`src/rtl/core/lr_pkg.sv`:
```
// Shared types and constants for the line rasterizer.
`default_nettype none
package lr_pkg;

    localparam int COORD_W  = 6;
    localparam int COLOUR_W = 8;
    localparam int STRIDE_W = 12;
    localparam int CANVAS_W = 7;
    localparam int OFFSET_W = 18;
    localparam int ERR_W    = 9;
    localparam int IDX_W    = 2;
    localparam int MAX_SIDE = 64;

    localparam logic [IDX_W-1:0] REG_ROW_STRIDE    = 2'd0;
    localparam logic [IDX_W-1:0] REG_CANVAS_WIDTH  = 2'd1;
    localparam logic [IDX_W-1:0] REG_CANVAS_HEIGHT = 2'd2;

    localparam logic [STRIDE_W-1:0] ROW_STRIDE_RST    = 12'd64;
    localparam logic [CANVAS_W-1:0] CANVAS_WIDTH_RST  = 7'd64;
    localparam logic [CANVAS_W-1:0] CANVAS_HEIGHT_RST = 7'd64;

    typedef enum logic [1:0] {
        ST_IDLE,
        ST_SETUP,
        ST_WALK
    } walk_state_t;

    typedef struct packed {
        logic [COLOUR_W-1:0] colour;
        logic [COORD_W-1:0]  end_y;
        logic [COORD_W-1:0]  end_x;
        logic [COORD_W-1:0]  start_y;
        logic [COORD_W-1:0]  start_x;
    } cmd_t;

    typedef struct packed {
        logic                valid;
        logic                last;
        logic [COORD_W-1:0]  x;
        logic [COORD_W-1:0]  y;
        logic [COLOUR_W-1:0] colour;
    } pixel_t;

    typedef struct packed {
        logic [STRIDE_W-1:0] row_stride;
        logic [CANVAS_W-1:0] canvas_width;
        logic [CANVAS_W-1:0] canvas_height;
    } cfg_t;

endpackage
`default_nettype wire

```
`src/rtl/core/lr_walker.sv`:
```
// Command register, line setup and Bresenham sequencer around one shared error adder.
`default_nettype none
module lr_walker (
    input  wire logic           clk,
    input  wire logic           rst_n,
    input  wire logic           cmd_valid,
    output logic                cmd_ready,
    input  wire lr_pkg::cmd_t   cmd,
    input  wire logic           out_ready,
    output lr_pkg::pixel_t      pix
);
    import lr_pkg::*;

    walk_state_t        state_reg, state_next;
    cmd_t               cmd_reg;
    logic [COORD_W-1:0] u_reg, u_next;
    logic [COORD_W-1:0] v_reg, v_next;
    logic [ERR_W-1:0]   d_reg, d_next;
    logic [ERR_W-1:0]   inc_diag_reg, inc_diag_next;
    logic [ERR_W-1:0]   inc_str_reg, inc_str_next;
    logic [COORD_W-1:0] rem_reg, rem_next;
    logic               steep_reg, steep_next;
    logic               step_neg_reg, step_neg_next;

    // Setup terms
    logic [COORD_W-1:0] ax1, ay1, ax2, ay2, bx1, by1, bx2;
    logic [COORD_W-1:0] adx, ady, major, minor;
    logic               shallow;
    logic [ERR_W-1:0]   minor2, major9;

    // Shared error adder
    logic [ERR_W-1:0]   add_a, add_b, add_sum;
    logic               d_pos;
    logic               advance;

    always_comb
    begin
        if (cmd_reg.end_x < cmd_reg.start_x)
        begin
            ax1 = cmd_reg.end_x;   ay1 = cmd_reg.end_y;
            ax2 = cmd_reg.start_x; ay2 = cmd_reg.start_y;
        end
        else
        begin
            ax1 = cmd_reg.start_x; ay1 = cmd_reg.start_y;
            ax2 = cmd_reg.end_x;   ay2 = cmd_reg.end_y;
        end
        adx = ax2 - ax1;
        ady = (ay2 >= ay1) ? (ay2 - ay1) : (ay1 - ay2);
        shallow = (ady < adx);
        if (ay1 > ay2)
        begin
            bx1 = ax2; by1 = ay2; bx2 = ax1;
        end
        else
        begin
            bx1 = ax1; by1 = ay1; bx2 = ax2;
        end
        major  = shallow ? adx : ady;
        minor  = shallow ? ady : adx;
        minor2 = {2'b00, minor, 1'b0};
        major9 = {3'b000, major};
    end

    assign d_pos = !d_reg[ERR_W-1] && (d_reg != '0);

    // During setup the adder forms 2*minor - major; during the walk it steps the error.
    always_comb
    begin
        if (state_reg == ST_SETUP)
        begin
            add_a = minor2;
            add_b = ~major9 + 9'd1;
        end
        else
        begin
            add_a = d_reg;
            add_b = d_pos ? inc_diag_reg : inc_str_reg;
        end
        add_sum = add_a + add_b;
    end

    assign advance = (state_reg == ST_WALK) && out_ready;

    always_comb
    begin
        state_next    = state_reg;
        u_next        = u_reg;
        v_next        = v_reg;
        d_next        = d_reg;
        inc_diag_next = inc_diag_reg;
        inc_str_next  = inc_str_reg;
        rem_next      = rem_reg;
        steep_next    = steep_reg;
        step_neg_next = step_neg_reg;
        cmd_ready     = 1'b0;

        unique case (state_reg)
            ST_IDLE:
            begin
                cmd_ready = 1'b1;
                if (cmd_valid)
                begin
                    state_next = ST_SETUP;
                end
            end
            ST_SETUP:
            begin
                steep_next    = !shallow;
                step_neg_next = shallow ? (ay2 < ay1) : (bx2 < bx1);
                u_next        = shallow ? ax1 : by1;
                v_next        = shallow ? ay1 : bx1;
                d_next        = add_sum;
                inc_str_next  = minor2;
                inc_diag_next = minor2 - {2'b00, major, 1'b0};
                if ({1'b0, major} > 7'(MAX_SIDE - 1))
                begin
                    rem_next = COORD_W'(MAX_SIDE - 1);
                end
                else
                begin
                    rem_next = major;
                end
                state_next = ST_WALK;
            end
            ST_WALK:
            begin
                if (advance)
                begin
                    u_next   = u_reg + 6'd1;
                    d_next   = add_sum;
                    rem_next = rem_reg - 6'd1;
                    if (d_pos)
                    begin
                        v_next = step_neg_reg ? (v_reg - 6'd1) : (v_reg + 6'd1);
                    end
                    if (rem_reg == '0)
                    begin
                        state_next = ST_IDLE;
                    end
                end
            end
            default:
            begin
                state_next = ST_IDLE;
            end
        endcase
    end

    always_comb
    begin
        pix.valid  = (state_reg == ST_WALK);
        pix.last   = (rem_reg == '0);
        pix.x      = steep_reg ? v_reg : u_reg;
        pix.y      = steep_reg ? u_reg : v_reg;
        pix.colour = cmd_reg.colour;
    end

    always_ff @(posedge clk or negedge rst_n)
    begin
        if (!rst_n)
        begin
            state_reg <= ST_IDLE;
        end
        else
        begin
            state_reg <= state_next;
        end
    end

    always_ff @(posedge clk)
    begin
        if (cmd_valid && cmd_ready)
        begin
            cmd_reg <= cmd;
        end
        u_reg        <= u_next;
        v_reg        <= v_next;
        d_reg        <= d_next;
        inc_diag_reg <= inc_diag_next;
        inc_str_reg  <= inc_str_next;
        rem_reg      <= rem_next;
        steep_reg    <= steep_next;
        step_neg_reg <= step_neg_next;
    end

endmodule
`default_nettype wire

```
`src/rtl/core/lr_pixel_out.sv`:
```
// Offset multiply-add, canvas clip and output register for the pixel stream.
`default_nettype none
module lr_pixel_out (
    input  wire logic           clk,
    input  wire logic           rst_n,
    input  wire lr_pkg::pixel_t pix,
    input  wire lr_pkg::cfg_t   cfg,
    output logic                out_ready,
    output logic                m_tvalid,
    input  wire logic           m_tready,
    output logic [31:0]         m_tdata,
    output logic                m_tuser,
    output logic                m_tlast
);
    import lr_pkg::*;

    logic                out_valid_reg;
    logic [OFFSET_W-1:0] offset_reg, offset_next;
    logic [COLOUR_W-1:0] colour_reg;
    logic                we_reg, we_next;
    logic                last_reg;
    logic                load;

    assign out_ready = !out_valid_reg || m_tready;
    assign load      = pix.valid && out_ready;

    always_comb
    begin
        offset_next = (OFFSET_W'(cfg.row_stride) * OFFSET_W'(pix.y)) + OFFSET_W'(pix.x);
        we_next     = ({1'b0, pix.x} < cfg.canvas_width) && ({1'b0, pix.y} < cfg.canvas_height);
    end

    always_ff @(posedge clk or negedge rst_n)
    begin
        if (!rst_n)
        begin
            out_valid_reg <= 1'b0;
        end
        else if (load)
        begin
            out_valid_reg <= 1'b1;
        end
        else if (m_tready)
        begin
            out_valid_reg <= 1'b0;
        end
    end

    always_ff @(posedge clk)
    begin
        if (load)
        begin
            offset_reg <= offset_next;
            colour_reg <= pix.colour;
            we_reg     <= we_next;
            last_reg   <= pix.last;
        end
    end

    assign m_tvalid = out_valid_reg;
    assign m_tdata  = {6'b0, colour_reg, offset_reg};
    assign m_tuser  = we_reg;
    assign m_tlast  = last_reg;

endmodule
`default_nettype wire

```
`src/rtl/core/line_rasterizer_core.sv`:
```
// Line rasterizer top level: stream ports, configuration registers and the two stages.
//
// A line command arrives as one beat on the s_ channel: two endpoints and a colour.
// The block then walks the line with the Bresenham error term and sends one beat per
// pixel on the m_ channel: frame-buffer offset x + row_stride*y, the colour, a write
// enable in m_tuser (low when the pixel lies outside the canvas) and m_tlast on the
// final pixel of the line.
// A command is captured in the idle state, set up in the setup state and then walked
// pixel by pixel, max(|dx|,|dy|)+1 pixels, so up to 64 pixels; the pixel rate is set by the
// single error adder, which is stepped once per pixel. The first pixel reaches m_
// after the setup state and the output register. s_tready stays low from the command beat
// until the last pixel has been handed to the output register.
// When the receiver stalls, the output register holds its beat and the walk pauses.
// The cfg_ channel writes row_stride (index 0), canvas_width (1) and canvas_height (2);
// it is always ready and should only be used while no line is in flight.
// Reset sets the stride, width and height to 64 and leaves the block idle and ready.
`default_nettype none
module line_rasterizer_core (
    input  wire logic                   clk,
    input  wire logic                   rst_n,
    input  wire logic                   s_tvalid,
    output logic                        s_tready,
    input  wire logic [31:0]            s_tdata,  // start_x, start_y, end_x, end_y, colour
    output logic                        m_tvalid,
    input  wire logic                   m_tready,
    output logic [31:0]                 m_tdata,  // pixel_offset[17:0], pixel_colour, 0 pad
    output logic                        m_tuser,  // write_enable
    output logic                        m_tlast,
    input  wire logic                   cfg_valid,
    output logic                        cfg_ready,
    input  wire logic [lr_pkg::IDX_W-1:0]    cfg_index,
    input  wire logic [lr_pkg::STRIDE_W-1:0] cfg_data
);
    import lr_pkg::*;

    cfg_t   cfg_reg;
    cmd_t   cmd;
    pixel_t pix;
    logic   out_ready;

    assign cfg_ready = 1'b1;
    assign cmd       = cmd_t'(s_tdata);

    always_ff @(posedge clk or negedge rst_n)
    begin
        if (!rst_n)
        begin
            cfg_reg.row_stride    <= ROW_STRIDE_RST;
            cfg_reg.canvas_width  <= CANVAS_WIDTH_RST;
            cfg_reg.canvas_height <= CANVAS_HEIGHT_RST;
        end
        else if (cfg_valid && cfg_ready)
        begin
            unique case (cfg_index)
                REG_ROW_STRIDE:    cfg_reg.row_stride    <= cfg_data;
                REG_CANVAS_WIDTH:  cfg_reg.canvas_width  <= cfg_data[CANVAS_W-1:0];
                REG_CANVAS_HEIGHT: cfg_reg.canvas_height <= cfg_data[CANVAS_W-1:0];
                default:           cfg_reg               <= cfg_reg;
            endcase
        end
    end

    lr_walker u_walker (
        .clk       (clk),
        .rst_n     (rst_n),
        .cmd_valid (s_tvalid),
        .cmd_ready (s_tready),
        .cmd       (cmd),
        .out_ready (out_ready),
        .pix       (pix)
    );

    lr_pixel_out u_pixel_out (
        .clk       (clk),
        .rst_n     (rst_n),
        .pix       (pix),
        .cfg       (cfg_reg),
        .out_ready (out_ready),
        .m_tvalid  (m_tvalid),
        .m_tready  (m_tready),
        .m_tdata   (m_tdata),
        .m_tuser   (m_tuser),
        .m_tlast   (m_tlast)
    );

endmodule
`default_nettype wire

```
`config.mk`:
```
export PLATFORM = sky130hd
export DESIGN_NAME = line_rasterizer_core
export DESIGN_NICKNAME = d
export VERILOG_FILES = /design/src/rtl/core/lr_pkg.sv /design/src/rtl/core/lr_walker.sv /design/src/rtl/core/lr_pixel_out.sv /design/src/rtl/core/line_rasterizer_core.sv
export SDC_FILE = /design/constraint.sdc
export NUM_CORES = 1
export LEC_CHECK = 0
export BUFFER_PORTS_ARGS = -buffer_cell sky130_fd_sc_hd__buf_2
export CAP_MARGIN = 20
export CORE_ASPECT_RATIO = 0.8
export CORE_MARGIN = 2
export CORE_UTILIZATION = 33
export DETAILED_ROUTE_END_ITERATION = 7
export SYNTH_ARGS = -nofsm -noshare
export SYNTH_HDL_FRONTEND = slang
export SYNTH_SLANG_ARGS = --single-unit
```
`constraint.sdc`:
```
create_clock -name clk -period 9.57 [get_ports clk]
set_input_delay 1.914 -clock clk [delete_from_list [all_inputs] [get_ports clk]]
set_output_delay 1.914 -clock clk [all_outputs]
set_load 0.005 [all_outputs]
```
# Word level (Yosys, flattened, before mapping)
# Cells that the tools add are included.
[classes] add_sub_neg=11 multipliers=1 magnitude_cmp=8 n_eq_ne=8 muxes=35 n_bitwise=1 reduce_logical=20
[op_table] op="2-to-1 mux 6 bit" count=19
[op_table] op="2-to-1 mux 9 bit" count=4
[op_table] op="one-hot mux 6 bit (2 select lines)" count=3
[op_table] op="less-than comparator 6 bit" count=4
[op_table] op="adder 18 x 6 -> 18 bit" count=1
[op_table] op="multiplier 12 x 6 -> 18 bit" count=1
[op_table] op="one-hot mux 9 bit (2 select lines)" count=1
[op_table] op="subtractor 6 bit" count=3
[op_table] op="less-than comparator 6 x 7 -> 1 bit" count=2
[op_table] op="adder 6 x 1 -> 6 bit (second input constant)" count=2
[op_table] op="subtractor 6 x 1 -> 6 bit (second input constant)" count=2
[op_table] op="adder 9 x 1 -> 9 bit (second input constant)" count=1
[op_table] op="adder 9 bit" count=1
[op_table] op="NOT 6 -> 9 bit" count=1
[op_table] op="nonzero test 9 bit" count=1
[op_table] op="AND reduction 2 bit" count=4
[op_table] op="subtractor 7 x 7 -> 8 bit" count=1
[op_table] op=">= comparator 6 bit" count=1
[op_table] op="> comparator 6 bit" count=1
[op_table] op="zero test 6 bit" count=1
[op_table] op="2-to-1 mux 2 bit" count=3
[op_table] op="!= test 2 x 1 -> 1 bit (second input constant)" count=3
[op_table] op="one-hot mux 2 bit (3 select lines)" count=1
[op_table] op="AND reduction 3 bit" count=2
[op_table] op="other kinds (9)" count=21
[word_totals] regBits=133 input_bits=51 elab_cells=106

# Logic depth before layout (Yosys ltp)
[logic_depth] ltp_word=12 ltp_mapped=40 ltp_nobuf=35

# Modules after synthesis
# A second synthesis with hierarchy kept.
[unflattened] cells_unflattened=1054 area_unflattened_um2=10780.3
[by_module_without_submodules] mod="lr_walker" n_inst=1 cells_each=633 area_per_inst_um2=5998.3 seq_area_each_um2=2272.2
[by_module_without_submodules] mod="lr_pixel_out" n_inst=1 cells_each=363 area_per_inst_um2=3771.1 seq_area_each_um2=865.8
[by_module_without_submodules] mod="line_rasterizer_core" n_inst=1 cells_each=58 area_per_inst_um2=1011.0 seq_area_each_um2=654.4

# Worst setup path after synthesis
# No wires, ideal clock.
[synth_timing] path_type="reg-to-reg" start="register u_walker.cmd_reg[15] (netlist name)" end="register u_walker.d_reg[8], data pin" setup_ns=0.259 arrival_ns=7.361 t_required_ns=9.311 setup_slack_ns=1.949 stages_incl_launch_ff=37 path_buffers=6 path_cell_list="edfxtp_1 -> ha_1 -> a211o_1 -> o211a_1 -> buf_6 -> nor3_2 -> buf_4 -> clkbuf_1 -> clkbuf_1 -> a21oi_1 -> ha_1 -> a32oi_1 -> o21a_4 -> a21oi_2 -> a21o_2 -> xnor2_1 -> ha_1 -> a21o_1 -> a21oi_1 -> o21ai_0 -> a21oi_1 -> clkbuf_1 -> buf_1 -> o21ai_0 -> ha_1 -> xor2_1 -> nand2_1 -> o21ai_0 -> ha_1 -> nor2b_1 -> o21ai_0 -> nand2_1 -> a21o_1 -> a21o_1 -> a21o_1 -> a21oi_1 -> xnor2_1"
[synth_via] elab_chain_len=12 word_cells_on_any_way=20 classes_between="5 x add/sub; 3 x order compare; 11 x mux; 1 x bitwise"
[synth_lines] item="from (decl)" line_no="lr_walker.sv:15" text="cmd_t cmd_reg;"
[synth_lines] item="from (signal assigned)" line_no="lr_walker.sv:175" text="cmd_reg <= cmd;"
[synth_lines] item="less-than comparator 6 bit" line_no="lr_walker.sv:38" text="if (cmd_reg.end_x < cmd_reg.start_x)"
[synth_lines] item="2-to-1 mux 6 bit" line_no="lr_walker.sv:38"
[synth_lines] item="subtractor 6 bit / >= comparator 6 bit (equally long branches)" line_no="lr_walker.sv:49" text="ady = (ay2 >= ay1) ? (ay2 - ay1) : (ay1 - ay2);"
[synth_lines] item="2-to-1 mux 6 bit" line_no="lr_walker.sv:49"
[synth_lines] item="less-than comparator 6 bit" line_no="lr_walker.sv:50" text="shallow = (ady < adx);"
[synth_lines] item="2-to-1 mux 6 bit" line_no="lr_walker.sv:59" text="major = shallow ? adx : ady;"
[synth_lines] item="NOT 6 -> 9 bit" line_no="lr_walker.sv:73" text="add_b = ~major9 + 9'd1;"
[synth_lines] item="adder 9 x 1 -> 9 bit" line_no="lr_walker.sv:73"
[synth_lines] item="2-to-1 mux 9 bit" line_no="lr_walker.sv:70" text="if (state_reg == ST_SETUP)"
[synth_lines] item="adder 9 bit *" line_no="lr_walker.sv:80" text="add_sum = add_a + add_b;"
[synth_lines] item="named net u_walker.add_sum[8]" line_no="lr_walker.sv:32" text="logic [ERR_W-1:0] add_a, add_b, add_sum;"
[synth_lines] item="2-to-1 mux 9 bit" line_no="lr_walker.sv:128" text="if (advance)"
[synth_lines] item="one-hot mux 9 bit (2 select lines) *" line_no="lr_walker.sv:98" text="unique case (state_reg)"
[synth_lines] item="to (signal assigned)" line_no="lr_walker.sv:179" text="d_reg <= d_next;"
[synth_lines] item="to (decl)" line_no="lr_walker.sv:18" text="logic [ERR_W-1:0] d_reg, d_next;"
# Mark *: on every way through the listed nets, which the timed path passes. The rest lies on a longest branch. The select of a mux whose other input is x is not followed.
# A chain may end at the register's enable or synchronous reset.

# Worst setup path after layout
# Ends and elaborated chain as after synthesis.

==> results.sh <==
export IMPL_grt_pass1_wl_mm=41.5
export IMPL_start_util_pct=33.6
export IMPL_clockBufferDepth=2
export IMPL_hold_path_class="reg -> reg"
export IMPL_num_rows=58
export IMPL_layout_min_cycle_time_ns=7.61
export IMPL_postRouteAntennaNets=0
export IMPL_tightest_slew_ns=1.13
export IMPL_vias=7821
export IMPL_coreArea_sq_um=31400
export IMPL_slowest_stage="edfxtp_1"
export IMPL_via_per_inst=5.06
export IMPL_tritoncts="yes"
export IMPL_synth_area_sq_um=10500
export IMPL_ys_seq_area_share_pct=36.0
export IMPL_r2r_cells=34
export IMPL_io_pins=88
export IMPL_synth_ff_type="edfxtp_1"
export IMPL_synthToLayoutAreaGrowth_pct=13.9
export IMPL_period_share_pct=79.5
export IMPL_design_die_area_sq_um=33400
export IMPL_die_w_microns=204
export IMPL_path_buf_inv=3
export IMPL_drtIter0Drc=647
export IMPL_required_ns=9.75
export IMPL_drt_wl_total_mm=25.3
export IMPL_tns_ns=0
export IMPL_cts_root_buf="clkbuf_16"
export IMPL_dr_pass1_iters=5
export IMPL_largest_reg_flops=26
export IMPL_rsz0062_at_grt="no"
export IMPL_tritoncts_num_buffers=17
export IMPL_fp_dieH_microns=164
export IMPL_worstSetupEndpointType="flop"
export IMPL_post_cts_resized=0
export IMPL_layout_nets=1296
export IMPL_mostFrequentLayoutCells="nand2_1, inv_1, edfxtp_1, ha_1, buf_2"
export IMPL_clock_latency_ns=0.43
export IMPL_grt_antenna_before_repair=1
export IMPL_yosysUniqueCellTypes=90
export IMPL_fmax_mhz=131
export IMPL_arrival_ns=7.78
export IMPL_synth_top_area_share_pct=29.0
export IMPL_drv_slew=0
export IMPL_path_class="reg -> reg"
export IMPL_startpoint_type="flop"
export IMPL_routedWlPerCell_microns=16.3
export IMPL_io_buffers=80
export IMPL_clkTransAtPathRegs_ns=0.06
export IMPL_synth_cells=1040
export IMPL_drv_cap=0
export IMPL_yosysWarningCount=0
export IMPL_fin_skew_ns=0.0117
export IMPL_overflow=0
export IMPL_ctsHoldBuffers=0
export IMPL_final_common_cell="nand2_1"
export IMPL_fillers=3121
export IMPL_setup_viol=0
export IMPL_grt_use_total_pct=15.9
export IMPL_ys_top_cells_by_area="edfxtp_1, ha_1, fa_1, dfrtp_1, mux2_2"
export IMPL_synthArstFlopShare_pct=22.1
export IMPL_hold_depth=0
export IMPL_critPathMaxStageDelay_ns=0.46
export IMPL_cts_sink_count=131
export IMPL_critPathMaxFanout=34
export IMPL_gp_congestion=0.928
export IMPL_post_cts_buffers=0
export IMPL_htreeDepth=4
export IMPL_drive_above_1_share_pct=18.0
export IMPL_cp_depth=34
export IMPL_hpwlAfterDp_mm=19.1
export IMPL_synth_edf_count=102
export IMPL_grt_pass1_vias=7613
export IMPL_critPathTopFamily="compound AO/OA/AOI/OAI gates"
export IMPL_status="complete, no violations"
export IMPL_path_common_cell="ha_1"
export IMPL_grt_max_degree=41
export IMPL_syn_avg_cell_area_sq_um=10.1
export IMPL_drc=0
export IMPL_post_synth_top_area_cell="edfxtp_1"
export IMPL_hold_violations=0
export IMPL_synth_seq_cells=131
export IMPL_slew_headroom_pct=24.5
-- worst reg2reg max path, delay by kind of cell, from the launching register on --
family                     cells  cell delay, ns
AOI/OAI and AO/OA             17            3.18
xor gates and xnor gates       3            0.54
adders and majority gates      5            1.58
buffers and inverters          3            0.69
DFF                            1            0.46
and+or+nand+nor                6            0.92
-- logic make-up after synthesis --
family | share of synthesized area [%]
adder cells (fa/ha/maj) | 19.2
flip-flops | 36.0
multiplexers | 6.74
other | 0.0712
AO/OA/AOI/OAI | 13.6
buffers and inverters | 5.84
XOR/XNOR | 4.90
AND/OR/NAND/NOR | 13.7
-- stage by stage --
stage	utilization, %	instances	setup WS, ns	cell area, sq um	hold slack, ns
CTS	38.2	1546	2.03	12000	0.414
global route	38.2	1546	1.38	12000	0.414
floorplan	-	1046	1.95	10600	0.400
finish	38.2	1547	1.96	12000	0.416
global placement	36.3	1514	2.23	11400	0.403
detailed placement	36.3	1514	2.06	11400	0.405
-- cells in the mapped netlist, types with 13 or more instances --
| library cell | count |
|---|---|
| nand2_1 | 123 |
| inv_1 | 107 |
| edfxtp_1 | 102 |
| ha_1 | 86 |
| a21oi_1 | 50 |
| fa_1 | 46 |
| o21ai_0 | 46 |
| mux2_2 | 44 |
| xnor2_1 | 42 |
| nor2_1 | 33 |
| clkbuf_1 | 28 |
| dfrtp_1 | 26 |
| and2_1 | 23 |
| nand3_1 | 22 |
| mux2i_1 | 20 |
| nand2b_1 | 17 |
| xor2_1 | 17 |
| nor2b_1 | 15 |
| o211ai_1 | 13 |
-- layer usage --
layer | wire length, microns | vias up | share of wire (%) | track usage (%)
met5 | 0 | - | 0 | 0
met4 | 291 | 0 | 1.2 | 3.95
met3 | 1470 | 21 | 5.8 | 3.31
met2 | 10500 | 189 | 41 | 22.9
met1 | 13000 | 3810 | 52 | 24.1
li1 | - | 3801 | - | -
-- layout make-up --
class | count | area (sq um) | area share (%)
diodes | 1 | 2.50 | 0.0208
clock buffers | 23 | 522 | 4.34
clock inverters | 9 | 91.3 | 0.760
inverters | 107 | 402 | 3.34
multi-input cells | 763 | 6180 | 51.4
flip-flops and latches | 131 | 3790 | 31.6
well taps | 420 | 526 | 4.38
repair buffers | 93 | 498 | 4.15
-- final timing paths --
check / endpoint / slack [ns] / from
setup / recovery: u_walker.d_reg[8] / 1.96 / u_walker.cmd_reg[15]
hold / removal: u_pixel_out.colour_reg[2] / 0.42 / u_walker.pix[2]
setup reg to reg: u_walker.d_reg[8] / 1.96 / u_walker.cmd_reg[15]
hold reg to reg: u_pixel_out.colour_reg[2] / 0.42 / u_walker.pix[2]
max in group asynchronous: cfg_reg[3] / 7.56 / rst_n
min in group asynchronous: cfg_reg[21] / 1.52 / rst_n
Power is not shown: default switching activity piles up to over one toggle a cycle in this logic, so the estimate is an artifact.
